### config.mk
export PLATFORM = sky130hd
export DESIGN_NAME = insertion_sort_engine
export DESIGN_NICKNAME = d
export VERILOG_FILES = /design/src/hdl/ise_pkg.sv /design/src/hdl/insertion_sort_engine.sv /design/src/hdl/ise_cell.sv
export SDC_FILE = /design/constraint.sdc
export NUM_CORES = 2
export LEC_CHECK = 0
export ABC_AREA = 0
export BUFFER_PORTS_ARGS = -buffer_cell sky130_fd_sc_hd__buf_2
export CAP_MARGIN = 5
export CELL_PAD_IN_SITES_DETAIL_PLACEMENT = 0
export CELL_PAD_IN_SITES_GLOBAL_PLACEMENT = 1
export CORE_MARGIN = 2
export CORE_UTILIZATION = 48
export CTS_CLUSTER_DIAMETER = 150
export DETAILED_ROUTE_END_ITERATION = 6
export GPL_TIMING_DRIVEN = 0
export PLACE_DENSITY = 0.83
export RECOVER_POWER = 100
export SYNTH_ARGS = -nofsm -noshare
export SYNTH_HDL_FRONTEND = slang
export SYNTH_SLANG_ARGS = --single-unit
### constraint.sdc
create_clock -name clk -period 3.88 [get_ports clk]
set_clock_uncertainty 0.05 [all_clocks]
set_input_delay 0.388 -clock clk [delete_from_list [all_inputs] [get_ports clk]]
set_output_delay 0.388 -clock clk [all_outputs]
set_load 0.01 [all_outputs]
### src/hdl/ise_pkg.sv
`default_nettype none

package ise_pkg;

    localparam int DATA_W = 32;

    typedef logic signed [DATA_W-1:0] data_t;

    // control broadcast to every cell of the chain
    typedef struct packed {
        logic  insert;
        logic  drain;
        data_t value;
    } ise_ctrl_t;

endpackage

`default_nettype wire

### src/hdl/insertion_sort_engine.sv
`default_nettype none

// Stable ascending sort of one run of signed 32-bit values in a chain of
// MAX_ELEMENTS compare-and-shift cells. While busy is low one item is taken in
// every cycle that start is high; it is inserted in that cycle. An item with
// end_of_run set starts the output: busy, driven by drain_reg, stays high
// while the chain drains. The n results, n being the number of stored values,
// are registered and appear on consecutive cycles, each marked by result_valid
// for exactly one cycle, with last_of_run on the final one, as the chain shifts
// out one cell per cycle. A new run may start in the cycle that shows the last
// result. Items that arrive while all cells are full are dropped and every
// result of that run carries overflowed. The receiver cannot stall.
module insertion_sort_engine #(
    parameter int MAX_ELEMENTS = 16
) (
    input  wire            clk,
    input  wire            rst_n,
    input  wire            start,
    output logic           busy,
    input  ise_pkg::data_t value,
    input  wire            end_of_run,
    output logic           result_valid,
    output ise_pkg::data_t sorted_value,
    output logic           last_of_run,
    output logic           overflowed
);
    import ise_pkg::*;

    data_t     cell_value   [MAX_ELEMENTS];
    logic      cell_valid   [MAX_ELEMENTS];
    logic      cell_greater [MAX_ELEMENTS];
    ise_ctrl_t ctrl;
    logic      accept;
    logic      full;
    logic      drain_done;

    logic  drain_reg;
    logic  drain_next;
    logic  drop_reg;
    logic  drop_next;
    logic  result_valid_reg;
    logic  result_valid_next;
    data_t sorted_value_reg;
    logic  last_reg;
    logic  overflowed_reg;

    assign accept     = start && !drain_reg;
    assign full       = cell_valid[MAX_ELEMENTS-1];
    assign drain_done = drain_reg && !cell_valid[1];

    assign ctrl = '{insert: accept && !full, drain: drain_reg, value: value};

    genvar i;
    generate
        for (i = 0; i < MAX_ELEMENTS; i++)
        begin : g_cell
            data_t lv;
            logic  lvalid;
            logic  lgreater;
            data_t rv;
            logic  rvalid;

            if (i == 0)
            begin : g_first
                assign lv       = '0;
                assign lvalid   = 1'b1;
                assign lgreater = 1'b0;
            end
            else
            begin : g_mid_l
                assign lv       = cell_value[i-1];
                assign lvalid   = cell_valid[i-1];
                assign lgreater = cell_greater[i-1];
            end

            if (i == MAX_ELEMENTS-1)
            begin : g_last
                assign rv     = '0;
                assign rvalid = 1'b0;
            end
            else
            begin : g_mid_r
                assign rv     = cell_value[i+1];
                assign rvalid = cell_valid[i+1];
            end

            ise_cell u_cell (
                .clk          (clk),
                .rst_n        (rst_n),
                .ctrl         (ctrl),
                .left_value   (lv),
                .left_valid   (lvalid),
                .left_greater (lgreater),
                .right_value  (rv),
                .right_valid  (rvalid),
                .value        (cell_value[i]),
                .valid        (cell_valid[i]),
                .greater      (cell_greater[i])
            );
        end
    endgenerate

    always_comb
    begin
        drain_next = drain_reg;
        if (accept && end_of_run)
        begin
            drain_next = 1'b1;
        end
        else if (drain_done)
        begin
            drain_next = 1'b0;
        end
    end

    always_comb
    begin
        drop_next = drop_reg;
        if (accept && full)
        begin
            drop_next = 1'b1;
        end
        else if (drain_done)
        begin
            drop_next = 1'b0;
        end
    end

    assign result_valid_next = drain_reg && cell_valid[0];

    always_ff @(posedge clk or negedge rst_n)
    begin
        if (!rst_n)
        begin
            drain_reg        <= 1'b0;
            drop_reg         <= 1'b0;
            result_valid_reg <= 1'b0;
        end
        else
        begin
            drain_reg        <= drain_next;
            drop_reg         <= drop_next;
            result_valid_reg <= result_valid_next;
        end
    end

    always_ff @(posedge clk)
    begin
        sorted_value_reg <= cell_value[0];
        last_reg         <= !cell_valid[1];
        overflowed_reg   <= drop_reg;
    end

    assign busy         = drain_reg;
    assign result_valid = result_valid_reg;
    assign sorted_value = sorted_value_reg;
    assign last_of_run  = last_reg;
    assign overflowed   = overflowed_reg;

endmodule

`default_nettype wire

### src/hdl/ise_cell.sv
`default_nettype none

module ise_cell (
    input  wire               clk,
    input  wire               rst_n,
    input  ise_pkg::ise_ctrl_t ctrl,
    input  ise_pkg::data_t    left_value,
    input  wire               left_valid,
    input  wire               left_greater,
    input  ise_pkg::data_t    right_value,
    input  wire               right_valid,
    output ise_pkg::data_t    value,
    output logic              valid,
    output logic              greater
);
    import ise_pkg::*;

    data_t store_reg;
    data_t store_next;
    logic  valid_reg;
    logic  valid_next;

    assign greater = valid_reg && (store_reg > ctrl.value);
    assign value   = store_reg;
    assign valid   = valid_reg;

    always_comb
    begin
        store_next = store_reg;
        valid_next = valid_reg;
        if (ctrl.insert && (greater || (!valid_reg && left_valid)))
        begin
            // strictly greater entries move up, equal keys stay ahead
            store_next = left_greater ? left_value : ctrl.value;
            valid_next = 1'b1;
        end
        else if (ctrl.drain)
        begin
            store_next = right_value;
            valid_next = right_valid;
        end
    end

    always_ff @(posedge clk or negedge rst_n)
    begin
        if (!rst_n)
        begin
            valid_reg <= 1'b0;
        end
        else
        begin
            valid_reg <= valid_next;
        end
    end

    always_ff @(posedge clk)
    begin
        store_reg <= store_next;
    end

endmodule

`default_nettype wire

# After elaboration in Yosys (flattened, before gate mapping)
# Index checks and enable logic that the tools add are counted.
totals:
  output_inout_bits: 36
  inputBits: 36
  elab_cells: 240
  regBits: 565
classes:
  order_cmp: 16
  n_mux: 82
  reduce_logical: 104
op_table:
  columns: ["op", "count"]
  rows:
  - ["32-bit two-way mux", 47]
  - ["32-bit > comparator", 16]
  - ["1-bit logical AND", 53]
  - ["2-bit nonzero test", 18]
  - ["1-bit two-way mux", 35]
  - ["1-bit zero test", 17]
  - ["1-bit logical OR", 16]

# Depth between registers and ports, before layout
depth:
  word_depth: 5
  ltp_mapped: 14
  mapped_depth_nobuf: 10

# Modules after synthesis
# From an unflattened synthesis, not the netlist that was laid out.
hier_totals:
  hier_cells: 4272
  hier_area_um2: 43873.3
modules_own_cells:
  columns: ["mod", "cells_each", "seq_area_each_um2", "area_per_inst_um2", "instances"]
  rows:
  - ["ise_cell", 264, 985.9, 2691.3, 16]
  - ["insertion_sort_engine", 48, 755.7, 812.0, 1]

# Least setup slack after synthesis
# No wires, ideal clock.
synth_path:
  path_kind: "input to register"
  start: "in value[10]"
  end: "reg g_cell[12].u_cell.store_reg[0], enable pin"
  arrival_time_ps: 3814
  cell_stages: 13
  slack_ps: -374
  required_time_ps: 3441
  path_buffers: 3
  setup_ps: 389
  path_cell_list: "clkbuf_1 -> inv_1 -> ha_1 -> a21oi_1 -> nand2_1 -> a221oi_1 -> o211ai_1 -> a31oi_1 -> mux2i_1 -> o21ai_0 -> clkbuf_1 -> buf_2 -> nand2_1"
synth_between:
  elab_chain_cells: 5
synth_rtl:
  columns: ["element", "line_no", "text"]
  rows:
  - ["from (decl)", "insertion_sort_engine.sv:20", "input ise_pkg::data_t value,"]
  - ["32-bit > comparator", "ise_cell.sv:23", "assign greater = valid_reg && (store_reg > ctrl.value);"]
  - ["1-bit logical AND", "ise_cell.sv:23", null]
  - ["1-bit logical OR", "ise_cell.sv:31", "if (ctrl.insert && (greater || (!valid_reg && left_valid)))"]
  - ["1-bit logical AND", "ise_cell.sv:31", null]
  - ["2-bit nonzero test (no source line)", null, null]
  - ["to (signal assigned)", "ise_cell.sv:58", "store_reg <= store_next;"]
  - ["to (decl)", "ise_cell.sv:18", "data_t store_reg;"]
# No other way between the ends.
# A chain may end at the register's enable or synchronous reset.

# Worst setup path after layout
layout_path:
  start: "reg g_cell[3].u_cell.store_reg[31]"
  end: "reg g_cell[4].u_cell.store_reg[23], data pin"
layout_between:
  elab_chain_cells: 4
layout_rtl:
  columns: ["element", "line_no", "text"]
  rows:
  - ["from (decl)", "ise_cell.sv:18", null]
  - ["from (signal assigned)", "ise_cell.sv:58", null]
  - ["32-bit > comparator", "ise_cell.sv:23", null]
  - ["1-bit logical AND", "ise_cell.sv:23", null]
  - ["32-bit two-way mux", "ise_cell.sv:34", "store_next = left_greater ? left_value : ctrl.value;"]
  - ["32-bit two-way mux", "ise_cell.sv:31", null]
  - ["named net g_cell[4].u_cell.store_next[23]", "ise_cell.sv:19", "data_t store_next;"]
  - ["to (signal assigned)", "ise_cell.sv:58", null]
  - ["to (decl)", "ise_cell.sv:18", null]
# The timed path passes the listed nets, and every way through them passes these cells.

==> results.json <==
{
  "clock_path_buffers": 3,
  "yosys.area.top_type_share": 0.377,
  "cp_max_fo": 10,
  "ir_drop_mv": 0.410,
  "syn2layout_area_growth_pct": 15.4,
  "drc": 0,
  "grt_start_max_net_pins": 33,
  "p_comb_frac": 0.523,
  "vias": 30300,
  "crit_chain": "ha_1, nand4_1, or4_4, or3b_2, and4_1, o21ai_4, buf_6, mux2_2, mux2_2",
  "antenna_found_initial": 7,
  "nets": 4337,
  "gp_routability_congestion": 0.945,
  "cp_slowest_cell": "or4_4",
  "async_flop_share": 0.0336,
  "drt_iter0_markers": 2518,
  "hold_ws_ps": 26.7,
  "syn_avg_cell_area_um2": 11.5,
  "end_kind": "register",
  "dpl_cell_area_um2": 42700,
  "worst_slew_pin_slew_ps": 1510,
  "hold_path_end": "busy$_DFFE_PN0P_",
  "clkPwrFrac": 0.147,
  "routed_wl_um": 123000,
  "drv_cap": 1,
  "ys_warn_count": 0,
  "power.internal_mw": 25.8,
  "ff2ff_path_depth": 9,
  "synth-seq-cells": 565,
  "drive_gt1_frac": 0.279,
  "status": "complete, but fails checks",
  "die-area_um2": 87400,
  "violations": "max-capacitance violations, max-slew violations",
  "synth-main-ff-cell": "edfxtp_1",
  "finalNonFillerCells": 5014,
  "yosysTopAreaCell": "edfxtp_1",
  "dp_cells": 4742,
  "timing_worst_setup_path_type": "reg2reg",
  "synth_nets": 4052,
  "multiInputGateArea_um2": 23500,
  "synth_cells": 3536,
  "n_fill_cell": 7057,
  "r2r_start": "g_cell[3].u_cell.value[31]$_DFFE_PP_",
  "p_switching_mw": 17.3,
  "reg2reg_slack_ps": 30,
  "h-tree-depth": 3,
  "period_needed_ps": 3850,
  "rows": 106,
  "relSlewSlack": -0.00962,
  "fin_util": 0.561,
  "die_h_um": 296,
  "initial_core_util": 0.486,
  "io_buffers": 71,
  "worstPathArrival_ps": 4160,
  "hpwl_um": 96100,
  "cts.clk_slew.worst_paths_ps": 60,
  "hp-class": "in2reg",
  "synth_edf_count": 512,
  "power_leakage_nw": 19.0,
  "crit_required_ps": 4190,
  "finalMaxSlewViolations": 20,
  "grt_overflow": 0,
  "power.total_mw": 43.1,
  "core_um2": 84000,
  "synth_area_um2": 40800,
  "layout_setup_ws_ps": 27.3,
  "whs_path_depth": 3,
  "die_w_um": 296,
  "synth.distinct_cells": 66,
  "seq_area_frac_synth": 0.405,
  "startpoint_type": "register",
  "fin_area_um2": 47100,
  "clk_latency_ps": 620,
  "wl_per_cell_um": 24.6,
  "globalRouteTotalUtil": 0.277,
  "synth_top_cells_by_area": "edfxtp_1 38%, ha_1 15%, mux2_2 15%, mux2i_1 7.5%, a21oi_1 3.9%",
  "fmax_mhz": 260,
  "slowest_delay_ps": 620,
  "grt_pass1_wl_um": 182000,
  "power_density_nw_per_um2": 916,
  "setup_viol": 0,
  "cts.sink_count": 565,
  "first_pass_iters": 7,
  "ios": 72,
  "tns_ps": 0,
  "drtAntennaViolNets": 0,
  "min_from": "start",
  "viasPerCell": 6.04,
  "preCtsSetupSlack_ps": -2130,
  "finalHoldViolations": 0,
  "r2r_end": "g_cell[4].u_cell.value[23]$_DFFE_PP_",
  "register_area_um2": 16500,
  "finalCritPeriodShare": 0.993,
  "cp_common_cell": "mux2_2",
  "grt_pass1_vias": 30200,
  "root_buffer": "clkbuf_16",
  "largest_reg_flops": 512,
  "cts_tree": "yes",
  "switching_share": 0.402,
  "cts_buffers": 70,
  "p_seq_frac": 0.330
}
[cell usage after synthesis, types with 7 or more instances]
cell type,instances
and4_1,26
nand4_1,120
o211ai_1,27
nor2_1,67
nand2b_1,45
mux2_2,530
nor4_1,14
dfxtp_1,34
a21o_1,30
nor3_1,46
a221oi_1,15
and2_1,12
nor2b_1,24
dfrtp_1,19
clkbuf_1,107
a221o_1,7
nand3_1,153
ha_1,480
a31oi_1,8
edfxtp_1,512
a2bb2oi_1,32
o21ai_0,87
or4_1,15
buf_2,55
a211o_1,18
a211oi_1,12
buf_1,19
mux2_4,29
inv_1,159
nand2_1,109
buf_4,7
mux2i_1,305
or2_2,15
a21oi_1,319
[repair_timing]
action,CTS,global route
hold buffers,2,0
setup endpoints to repair,1006,954
setup buffers,102,24
gates cloned,15,5
endpoints found under the hold margin,20,0
gates resized for setup,216,117
pin swaps,11,20
[area by class of cell]
cell class | instances | share of cell area
diodes | 5 | 0.000266
multi-input cells | 2640 | 0.498
repair buffers | 201 | 0.0329
well taps | 1134 | 0.0301
flip-flops and latches | 565 | 0.351
clock buffers | 93 | 0.0399
plain buffers | 184 | 0.0267
inverters | 159 | 0.0148
clock inverters | 33 | 0.00587
[worst max-delay path by stage]
| stage | startpoint | cells past startpoint | slack, ps | to |
|---|---|---|---|---|
| after floorplan | value[28] | 12 | 10 | g_cell[5].u_cell.value[0]$_DFFE_PP_ |
| after global placement | value[15] | 15 | -2110 | g_cell[9].u_cell.value[4]$_DFFE_PP_ |
| after detailed placement | value[15] | 15 | -2130 | g_cell[9].u_cell.value[5]$_DFFE_PP_ |
| after CTS | value[8] | 14 | 1 | g_cell[11].u_cell.value[14]$_DFFE_PP_ |
| after global routing | g_cell[14].u_cell.value[31]$_DFFE_PP_ | 10 | -30 | g_cell[14].u_cell.value[17]$_DFFE_PP_ |
| final | g_cell[3].u_cell.value[31]$_DFFE_PP_ | 9 | 30 | g_cell[4].u_cell.value[23]$_DFFE_PP_ |
[power by group through the flow]
| stage | Combinational, mW | Clock [mW] | Sequential [mW] |
|---|---|---|---|
| 5_1_grt | 24.5 | 6.67 | 14.6 |
| 2_1_floorplan | 15.3 | 0 | 13.4 |
| 3_5_place_dp | 20.4 | 0 | 14.2 |
| 4_1_cts | 21.9 | 6.47 | 14.1 |
| 6_report | 22.6 | 6.36 | 14.2 |
| 3_3_place_gp | 19.8 | 0 | 14.1 |
[kinds of logic (layout without fill, tap and decap cells)]
| family | count (synthesis) | count (layout) | share of synthesized area |
|---|---|---|---|
| multiplexers | 864 | 864 | 0.232 |
| AND/OR/NAND/NOR | 663 | 682 | 0.0875 |
| AO/OA/AOI/OAI | 614 | 614 | 0.0934 |
| flip-flops | 565 | 565 | 0.405 |
| adder cells (fa/ha/maj) | 480 | 480 | 0.147 |
| buffers and inverters | 350 | 670 | 0.0351 |
| other | 0 | 5 | 0 |
[routing by layer]
| layer | up-vias | global-route usage | wire length, um |
|---|---|---|---|
| met5 | - | 0 | 0 |
| met4 | 0 | 0.117 | 5280 |
| met3 | 232 | 0.0350 | 6790 |
| met2 | 934 | 0.465 | 58000 |
| met1 | 14800 | 0.361 | 53200 |
| li1 | 14300 | - | - |
[critical path, delay by kind of cell, from the launching register on]
kind	cells	cell delay, ps
buffers and inverters	1	220
multiplexers	2	620
AO/OA/AOI/OAI	1	310
flip-flops	1	480
adder cells (fa/ha/maj)	1	340
AND/OR/NAND/NOR	4	1570
[layout by cell type, fill, tap and decap left out, types with 34 or more instances in the layout]
cell type / count
buf_2: 50
inv_1: 128
mux2_2: 530
nand2_1: 106
nand3_1: 153
nand2b_1: 45
nor3_1: 44
nor2_1: 67
buf_4: 149
ha_1: 478
clkbuf_1: 103
edfxtp_1: 512
mux2i_1: 304
dfxtp_1: 34
o21ai_0: 84
a21oi_1: 313
clkbuf_16: 72
nand4_1: 120
Power figures use the tool's default switching activity.
